**config.mk**
```make
export PLATFORM = sky130hd
export DESIGN_NAME = random_dot_dash_pulse_timer
export DESIGN_NICKNAME = d
export VERILOG_FILES = /design/src/sv/rddpt_pkg.sv /design/src/sv/random_dot_dash_pulse_timer.sv
export SDC_FILE = /design/constraint.sdc
export NUM_CORES = 1
export LEC_CHECK = 0
export BUFFER_PORTS_ARGS = -buffer_cell sky130_fd_sc_hd__buf_2
export CORE_ASPECT_RATIO = 1.2
export CORE_MARGIN = 5
export CORE_UTILIZATION = 57
export DETAILED_ROUTE_END_ITERATION = 10
export GPL_ROUTABILITY_DRIVEN = 0
export PLACE_DENSITY_LB_ADDON = 0.12
export SLEW_MARGIN = 20
export SYNTH_ARGS = -nofsm -noshare
export SYNTH_HDL_FRONTEND = slang
export SYNTH_SLANG_ARGS = --single-unit
```
**constraint.sdc**
```tcl
create_clock -name clk_i -period 2.5 [get_ports clk_i]
set_input_delay 0.5 -clock clk_i [delete_from_list [all_inputs] [get_ports clk_i]]
set_output_delay 0.5 -clock clk_i [all_outputs]
set_load 0.02 [all_outputs]
```
**src/sv/rddpt_pkg.sv**
```systemverilog
// Shared widths, register indexes and reset values of the random dot/dash pulse timer.
`timescale 1ns / 1ps

package rddpt_pkg;

  localparam int unsigned Channels   = 3;
  localparam int unsigned RandWidth  = 3;
  localparam int unsigned MaskWidth  = 3;
  localparam int unsigned CountWidth = 4;
  localparam int unsigned DotWidth   = 3;
  localparam int unsigned DashWidth  = 4;
  localparam int unsigned PauseWidth = 3;
  localparam int unsigned TdataWidth = 8;
  localparam int unsigned CfgIdxWidth  = 2;
  localparam int unsigned CfgDataWidth = 4;

  localparam logic [CfgIdxWidth-1:0] RegDotTicks   = 2'd0;
  localparam logic [CfgIdxWidth-1:0] RegDashTicks  = 2'd1;
  localparam logic [CfgIdxWidth-1:0] RegPauseTicks = 2'd2;

  localparam logic [DotWidth-1:0]   DotTicksRst   = 3'd1;
  localparam logic [DashWidth-1:0]  DashTicksRst  = 4'd3;
  localparam logic [PauseWidth-1:0] PauseTicksRst = 3'd1;

endpackage

```
**src/sv/random_dot_dash_pulse_timer.sv**
```systemverilog
// Random dot/dash pulse timer: per-channel pulse/pause sequencing with a skid-buffered output.
//
// Usage:
//   Each transfer on the slave stream (s_axis_*) is one timer tick; tdata[2:0] carries one
//   random bit per channel (1 picks a dash for the next pulse). Every tick yields exactly
//   one transfer on the master stream (m_axis_*): tdata[2:0] shows which channels were in
//   their pulse phase before that tick advanced them.
//   Results reach m_axis through the output register, or via the skid register if held.
//   Throughput: one tick per cycle unless m_axis stalls; all channel counters advance
//   in parallel in the same cycle the tick is taken, so only the output registers bound it.
//   Stall: if m_axis_tready_i is low, one more tick is taken into a skid register; after
//   that s_axis_tready_o drops until the receiver drains a result.
//   Reset (rst_ni low): all channels start in pulse phase with dot length and a zero count,
//   both output registers empty, and the length registers at dot 1, dash 3, pause 1.
//   Configuration: cfg_we_i writes cfg_data_i to the register at cfg_index_i
//   (0 dot, 1 dash, 2 pause); write only while no tick is in flight.
`timescale 1ns / 1ps

module random_dot_dash_pulse_timer #(
  parameter int unsigned CHANNELS = rddpt_pkg::Channels
) (
  input  logic                                clk_i,
  input  logic                                rst_ni,
  // tdata: [2:0] random_bits, [7:3] zero
  input  logic [rddpt_pkg::TdataWidth-1:0]    s_axis_tdata_i,
  input  logic                                s_axis_tvalid_i,
  output logic                                s_axis_tready_o,
  // tdata: [2:0] active_mask, [7:3] zero
  output logic [rddpt_pkg::TdataWidth-1:0]    m_axis_tdata_o,
  output logic                                m_axis_tvalid_o,
  input  logic                                m_axis_tready_i,
  input  logic                                cfg_we_i,
  input  logic [rddpt_pkg::CfgIdxWidth-1:0]   cfg_index_i,
  input  logic [rddpt_pkg::CfgDataWidth-1:0]  cfg_data_i
);

  localparam int unsigned ExtWidth =
    (CHANNELS > rddpt_pkg::RandWidth) ? CHANNELS : rddpt_pkg::RandWidth;
  localparam int unsigned CntW = rddpt_pkg::CountWidth;

  // Length registers
  logic [rddpt_pkg::DotWidth-1:0]   dot_ticks_q;
  logic [rddpt_pkg::DashWidth-1:0]  dash_ticks_q;
  logic [rddpt_pkg::PauseWidth-1:0] pause_ticks_q;

  always_ff @(posedge clk_i or negedge rst_ni) begin
    if (!rst_ni) begin
      dot_ticks_q   <= rddpt_pkg::DotTicksRst;
      dash_ticks_q  <= rddpt_pkg::DashTicksRst;
      pause_ticks_q <= rddpt_pkg::PauseTicksRst;
    end else if (cfg_we_i) begin
      case (cfg_index_i)
        rddpt_pkg::RegDotTicks:   dot_ticks_q   <= cfg_data_i[rddpt_pkg::DotWidth-1:0];
        rddpt_pkg::RegDashTicks:  dash_ticks_q  <= cfg_data_i[rddpt_pkg::DashWidth-1:0];
        rddpt_pkg::RegPauseTicks: pause_ticks_q <= cfg_data_i[rddpt_pkg::PauseWidth-1:0];
        default: ;
      endcase
    end
  end

  // Handshake
  logic s_fire, m_fire;
  logic out_valid_q, skid_valid_q;
  logic [rddpt_pkg::MaskWidth-1:0] out_mask_q, skid_mask_q;

  assign s_axis_tready_o = !skid_valid_q;
  assign s_fire = s_axis_tvalid_i && s_axis_tready_o;
  assign m_fire = out_valid_q && m_axis_tready_i;

  // Channel state
  logic [CHANNELS-1:0] in_pause_q, in_pause_d;
  logic [CHANNELS-1:0] long_pulse_q, long_pulse_d;
  logic [CntW-1:0]     count_q [CHANNELS];
  logic [CntW-1:0]     count_d [CHANNELS];

  logic [ExtWidth-1:0] rbits;
  logic [ExtWidth-1:0] active_ext;
  logic [rddpt_pkg::MaskWidth-1:0] result_mask;

  // Channels past the input field width see a zero random bit
  assign rbits       = ExtWidth'(s_axis_tdata_i[rddpt_pkg::RandWidth-1:0]);
  assign active_ext  = ExtWidth'(~in_pause_q);
  assign result_mask = active_ext[rddpt_pkg::MaskWidth-1:0];

  always_comb begin
    logic [CntW-1:0] next_cnt;
    logic [CntW-1:0] pulse_len;
    for (int n = 0; n < CHANNELS; n++) begin
      next_cnt  = count_q[n] + CntW'(1);
      pulse_len = long_pulse_q[n] ? CntW'(dash_ticks_q) : CntW'(dot_ticks_q);
      in_pause_d[n]   = in_pause_q[n];
      long_pulse_d[n] = long_pulse_q[n];
      count_d[n]      = next_cnt;
      if (in_pause_q[n]) begin
        // Equality only: a zero pause wraps the counter round once
        if (next_cnt == CntW'(pause_ticks_q)) begin
          in_pause_d[n]   = 1'b0;
          long_pulse_d[n] = rbits[n];
          count_d[n]      = '0;
        end
      end else if (next_cnt >= pulse_len) begin
        in_pause_d[n] = 1'b1;
        count_d[n]    = '0;
      end
    end
  end

  always_ff @(posedge clk_i or negedge rst_ni) begin
    if (!rst_ni) begin
      in_pause_q   <= '0;
      long_pulse_q <= '0;
      for (int n = 0; n < CHANNELS; n++) begin
        count_q[n] <= '0;
      end
    end else if (s_fire) begin
      in_pause_q   <= in_pause_d;
      long_pulse_q <= long_pulse_d;
      for (int n = 0; n < CHANNELS; n++) begin
        count_q[n] <= count_d[n];
      end
    end
  end

  // Output register with one skid entry
  always_ff @(posedge clk_i or negedge rst_ni) begin
    if (!rst_ni) begin
      out_valid_q  <= 1'b0;
      skid_valid_q <= 1'b0;
    end else if (m_fire || !out_valid_q) begin
      if (skid_valid_q) begin
        out_valid_q  <= 1'b1;
        skid_valid_q <= 1'b0;
      end else begin
        out_valid_q <= s_fire;
      end
    end else if (s_fire) begin
      skid_valid_q <= 1'b1;
    end
  end

  always_ff @(posedge clk_i) begin
    if (m_fire || !out_valid_q) begin
      out_mask_q <= skid_valid_q ? skid_mask_q : result_mask;
    end else if (s_fire) begin
      skid_mask_q <= result_mask;
    end
  end

  assign m_axis_tvalid_o = out_valid_q;
  assign m_axis_tdata_o  = rddpt_pkg::TdataWidth'(out_mask_q);

`ifndef SYNTHESIS
  // The skid entry is only filled behind a held result
  assert property (@(posedge clk_i) disable iff (!rst_ni) skid_valid_q |-> out_valid_q)
    else $error("skid entry valid without a held result");

  // Every accepted tick leaves a result pending in the next cycle
  assert property (@(posedge clk_i) disable iff (!rst_ni) s_fire |=> out_valid_q)
    else $error("accepted tick produced no result");

  // A tick is never taken while both output entries are full
  assert property (@(posedge clk_i) disable iff (!rst_ni)
    (out_valid_q && skid_valid_q) |-> !s_fire)
    else $error("tick accepted with full output stage");
`endif

endmodule
```
==> Word-level counts from Yosys, hierarchy flattened <==
Cells that the tools add are included.
{ "word_totals": {"reg_bits": 36, "latch_bits": 0, "ram_bits": 0, "romBits": 0, "input_bits": 19, "wordCells": 66, "n_memories": 0} }
{ "op_classes": {"add_sub_neg": 3, "n_mul": 0, "n_div": 0, "order_cmp": 3, "eq_ne": 5, "shift": 0, "mux": 25, "n_bitwise": 2, "reduce_logical": 14} }
{ "op_table": {"columns": ["cell", "count"], "rows": [
  ["2-to-1 mux 4 bit", 12],
  ["adder 4 x 1 -> 4 bit, second input constant", 3],
  ["== test 4 x 3 -> 1 bit", 3],
  [">= comparator 4 bit", 3],
  ["2-to-1 mux 1 bit", 12],
  ["AND reduction 3 bit", 3],
  ["AND reduction 2 bit", 4],
  ["2-to-1 mux 3 bit", 1],
  ["NOT 3 bit", 1],
  ["== test 2 x 1 -> 1 bit, second input constant", 1],
  ["== test 2 bit, second input constant", 1],
  ["logical AND 1 bit", 2],
  ["zero test 1 bit", 2],
  ["zero test 2 bit", 1],
  ["nonzero test 2 bit", 1],
  ["logical OR 1 bit", 1],
  ["NOT 1 bit", 1]
]} }

==> Longest topological paths before layout <==
{ "depth": {"ltp_word": 4, "mapped_depth": 8, "depth_no_buf": 8} }

==> Worst setup path before layout <==
No wires, ideal clock.
{ "synth_path": {"path_kind": "reg-to-reg", "from": "register count_q[4] in the netlist's numbering", "to": "register long_pulse_q[1]", "setup_time_ps": 127, "t_arrival_ps": 2066, "required_time_ps": 2373, "setup_slack_ps": 306, "path_stages_with_launch": 7, "path_buffers": 0, "path_cell_list": "dfrtp_1 > ha_1 > xor2_1 > or3_4 > a2111oi_4 > and2_2 > mux2_1"} }
{ "synth_via": {"elab_chain_len": 3} }
{ "synth_lines": {"columns": ["item", "line", "rtl"], "rows": [
  ["start: declaration", "random_dot_dash_pulse_timer.sv:73", "logic [CntW-1:0] count_q [CHANNELS];"],
  ["start signal: indexed assignment", "random_dot_dash_pulse_timer.sv:119", "count_q[n] <= count_d[n];"],
  ["adder 4 x 1 -> 4 bit", "random_dot_dash_pulse_timer.sv:89", "next_cnt = count_q[n] + CntW'(1);"],
  ["== test 4 x 3 -> 1 bit", "random_dot_dash_pulse_timer.sv:96", "if (next_cnt == CntW'(pause_ticks_q)) begin"],
  ["AND reduction 3 bit (no source line)", null, null],
  ["end signal: assignment", "random_dot_dash_pulse_timer.sv:117", "long_pulse_q <= long_pulse_d;"],
  ["end: declaration", "random_dot_dash_pulse_timer.sv:72", "logic [CHANNELS-1:0] long_pulse_q, long_pulse_d;"]
]} }
Every way passes these cells.
A chain may end at the register's enable or synchronous reset.

==> Worst setup path in the final report <==
{ "layout_path": {"from": "register count_q[5] in the netlist's numbering", "to": "register long_pulse_q[1]"} }
The elaborated chain is that of the path after synthesis.

==> run summary <==
==================================================================================
Grt total ovfl                                                                   0
Worst reg-to-reg setup slack                                               0.22 ns
Static Leak                                                                1.10 nW
EDFF count, synth                                                                6
Worst Slack Setup Final                                                   0.223 ns
Maximum Capacitance Violations                                                   0
Area overhead of the layout relative to synthesis                            11.7%
Post-synthesis instance total                                                  208
Post-route fraction of the period consumed by the critical path              0.911
Register bit total from synthesis                                               36
Total Wirelength                                                           4.39 mm
Area of all placed cells without fillers                                 2480 um^2
Routed length per instance                                                 15.4 um
Pin count of the biggest net entering global routing                            31
Final Max Slew Viols                                                             0
Die boundary height                                                        78.3 um
Clock slew at reported path FFs                                            0.07 ns
Clk_skew                                                                0.00697 ns
Port buffer count                                                               18
Setup Fix Bufs, Post-CTS                                                         0
Source-to-sink clock delay at the later pin of the worst-skew pair         0.29 ns
Clock tree from TritonCTS                                                      yes
GRT Util Overall                                                             0.187
H-tree depth reported by CTS                                                     2
Core box area                                                            3690 um^2
Cell type of the slowest stage on the worst timing path               sky130_fd_sc_hd__dfrtp_1
Data required time of the critical path                                    2.66 ns
Sum Neg Setup Slack                                                           0 ns
Buffer levels on the longest clock path                                          2
CTS buffer count                                                                 5
Synthesized area divided by synthesized cell count                       10.7 um^2
Worst ir drop on vdd                                                      0.701 mV
Critical Path End Type                                                    register
Min cycle time layout                                                      2.28 ns
Total power                                                                2.95 mW
Detailed placement HPWL                                                    3.35 mm
Async set or reset register ratio after synthesis                            0.833
Post-detailed-route DRC marker count                                             0
Fraction of synthesized cell area taken by the top area cell type            0.293
Reg2reg start                                                           count_q[5]
Share of final-layout standard cells stronger than drive strength 1          0.244
Number of clock sinks                                                           36
Final antenna-violating net count                                                0
Worst slack at placement                                                  0.239 ns
Fill cell total of the finished layout                                         296
CP max FO                                                                        5
Initial DRT Pass Iterations                                                      4
Capturing point of the worst reg2reg path                             long_pulse_q[1]
Hold buffers post-CTS                                                            0
Hold Vio Cnt, Final                                                              0
Leading post-synthesis cells by cell area                             sky130_fd_sc_hd__dfrtp_1, sky130_fd_sc_hd__ha_1, sky130_fd_sc_hd__edfxtp_1, sky130_fd_sc_hd__mux2_2, sky130_fd_sc_hd__dfstp_2
Critical setup path kind                                              register to register
Count of warnings emitted by yosys                                               0
Number of nets in the final layout                                             267
Via count of the first global-routing pass                                    1646
Predominant post-synthesis flop cell                                  sky130_fd_sc_hd__dfrtp_1
Cell chosen for the clock root                                        sky130_fd_sc_hd__clkbuf_8
Delay contributed by the slowest stage of the critical path                0.43 ns
Count of endpoints failing setup in the final report                             0
Cells on worst reg2reg path                                                      6
Diodes inserted                                                                  0
Initial antenna violation count                                                  0
Top achievable clock speed                                                 439 MHz
RSZ-0062 raised after global routing                                         false
Kind of path behind the tightest hold check                           primary input to async pin
Die width                                                                  66.9 um
DRC marker count from the first detailed-route iteration                        68
Initial standard-cell utilization of the core                                0.600
Total number of placement rows                                                  24
Placed inst area                                                         2370 um^2
Power Density                                                         1190 nW/um^2
Cell chain of the critical path                                       ha_1, xor2_1, or3_4, a2111oi_4, and2_2, mux2_1
Cell accounting for the most synthesized area                         sky130_fd_sc_hd__dfrtp_1
DR vias                                                                       1626
Area enclosed by the die boundary                                        5240 um^2
Unique cell type count in the Yosys netlist                                     44
Slew at the pin with the worst max-slew slack                             0.672 ns
Synthesized cell area                                                    2220 um^2
Resized Gates After CTS                                                          0
Worst Setup Start Kind                                                    register
Worst slew margin relative to its limit                                      0.552
Via density per instance                                                      5.69
Status                                                                finished clean
Wire length of the first global-routing pass                               7.47 mm
Sequential fraction of the synthesis area                                    0.422
Top-level port count                                                            29
Critical path arrival                                                      2.44 ns
Min Hold Slack                                                            0.244 ns
==================================================================================
cell usage after synthesis (3+ instances only):
| cell | number |
|---|---|
| sky130_fd_sc_hd__a21o_1 | 3 |
| sky130_fd_sc_hd__a21oi_1 | 8 |
| sky130_fd_sc_hd__buf_4 | 5 |
| sky130_fd_sc_hd__clkbuf_1 | 3 |
| sky130_fd_sc_hd__dfrtp_1 | 26 |
| sky130_fd_sc_hd__dfstp_2 | 4 |
| sky130_fd_sc_hd__edfxtp_1 | 6 |
| sky130_fd_sc_hd__ha_1 | 15 |
| sky130_fd_sc_hd__inv_1 | 6 |
| sky130_fd_sc_hd__mux2_2 | 14 |
| sky130_fd_sc_hd__mux2i_1 | 6 |
| sky130_fd_sc_hd__nand2_1 | 24 |
| sky130_fd_sc_hd__nand2b_1 | 4 |
| sky130_fd_sc_hd__nand3_1 | 6 |
| sky130_fd_sc_hd__nand3b_1 | 5 |
| sky130_fd_sc_hd__nand4_1 | 3 |
| sky130_fd_sc_hd__nor2_1 | 9 |
| sky130_fd_sc_hd__nor2b_1 | 3 |
| sky130_fd_sc_hd__nor3b_1 | 3 |
| sky130_fd_sc_hd__o21ai_0 | 11 |
| sky130_fd_sc_hd__o31ai_1 | 3 |
| sky130_fd_sc_hd__xnor2_1 | 6 |
| sky130_fd_sc_hd__xor2_1 | 9 |
logic make-up after synthesis:
kind of cell               after synthesis  synth area share
AOI/OAI and AO/OA                       40             0.135
xor gates and xnor gates                15            0.0593
adders and majority gates               15            0.0847
buffers and inverters                   14            0.0322
DFF                                     36             0.422
muxes                                   22             0.110
other                                    1           0.00169
and+or+nand+nor                         65             0.155
cells in the final DEF (no fill, tap or decap), types with 8 or more instances in the layout:
cell type	n
sky130_fd_sc_hd__a21oi_1	8
sky130_fd_sc_hd__buf_2	18
sky130_fd_sc_hd__dfrtp_1	26
sky130_fd_sc_hd__ha_1	15
sky130_fd_sc_hd__mux2_2	14
sky130_fd_sc_hd__nand2_1	24
sky130_fd_sc_hd__nor2_1	9
sky130_fd_sc_hd__o21ai_0	11
sky130_fd_sc_hd__xor2_1	9
state kept, by name (all words and copies together) (netlist names):
register / flops
pause_ticks_q: 3
m_axis_tvalid_o: 1
dot_ticks_q: 3
long_pulse_q: 3
count_q: 12
out_mask_q: 3
skid_mask_q: 3
in_pause_q: 3
skid_valid_q: 1
dash_ticks_q: 4
per-layer routing:
metal,GRT usage,share of wire,up-vias
met2,0.337,0.52,39
met5,0,0,-
met3,0.0457,0.046,7
met1,0.211,0.42,793
met4,0.0629,0.016,0
li1,-,-,787
where the power goes:
part	total [mW]	switching, mW	internal (mW)
clock	0.499	0.204	0.296
combinational	1.43	0.754	0.681
sequential	1.01	0.222	0.792
total	2.95	1.18	1.77
worst max-delay path by stage:
stage,cells past startpoint,to,slack (ns),startpoint
floorplan,6,long_pulse_q[1],0.31,count_q[4]
global placement,6,long_pulse_q[1],0.29,count_q[5]
detailed placement,6,long_pulse_q[1],0.24,count_q[5]
CTS,6,long_pulse_q[1],0.23,count_q[5]
global route,8,count_q[10],0.14,count_q[8]
finish,6,long_pulse_q[1],0.22,count_q[5]
through the flow:
step           utilization  cells
2_1_floorplan            -    212
4_1_cts              0.670    286
6_report             0.670    286
3_3_place_gp         0.641    278
3_5_place_dp         0.641    278
5_1_grt              0.670    286
final cells by class:
| cell class | instances | area, um^2 | area share |
|---|---|---|---|
| multi-input cells | 162 | 1220 | 0.495 |
| repair buffers | 22 | 120 | 0.0485 |
| flip-flops and latches | 36 | 936 | 0.378 |
| clock inverters | 2 | 35.0 | 0.0141 |
| inverters | 6 | 22.5 | 0.00910 |
| clock buffers | 6 | 72.6 | 0.0293 |
| well taps | 52 | 65.1 | 0.0263 |
critical path, delay by kind of cell, from the launching register on:
family / cells / cell delay (ns)
AOI/OAI and AO/OA: 1 / 0.39
and+or+nand+nor: 2 / 0.58
adders and majority gates: 1 / 0.27
muxes: 1 / 0.33
xor gates and xnor gates: 1 / 0.17
DFF: 1 / 0.43
Power figures use the tool's default switching activity.
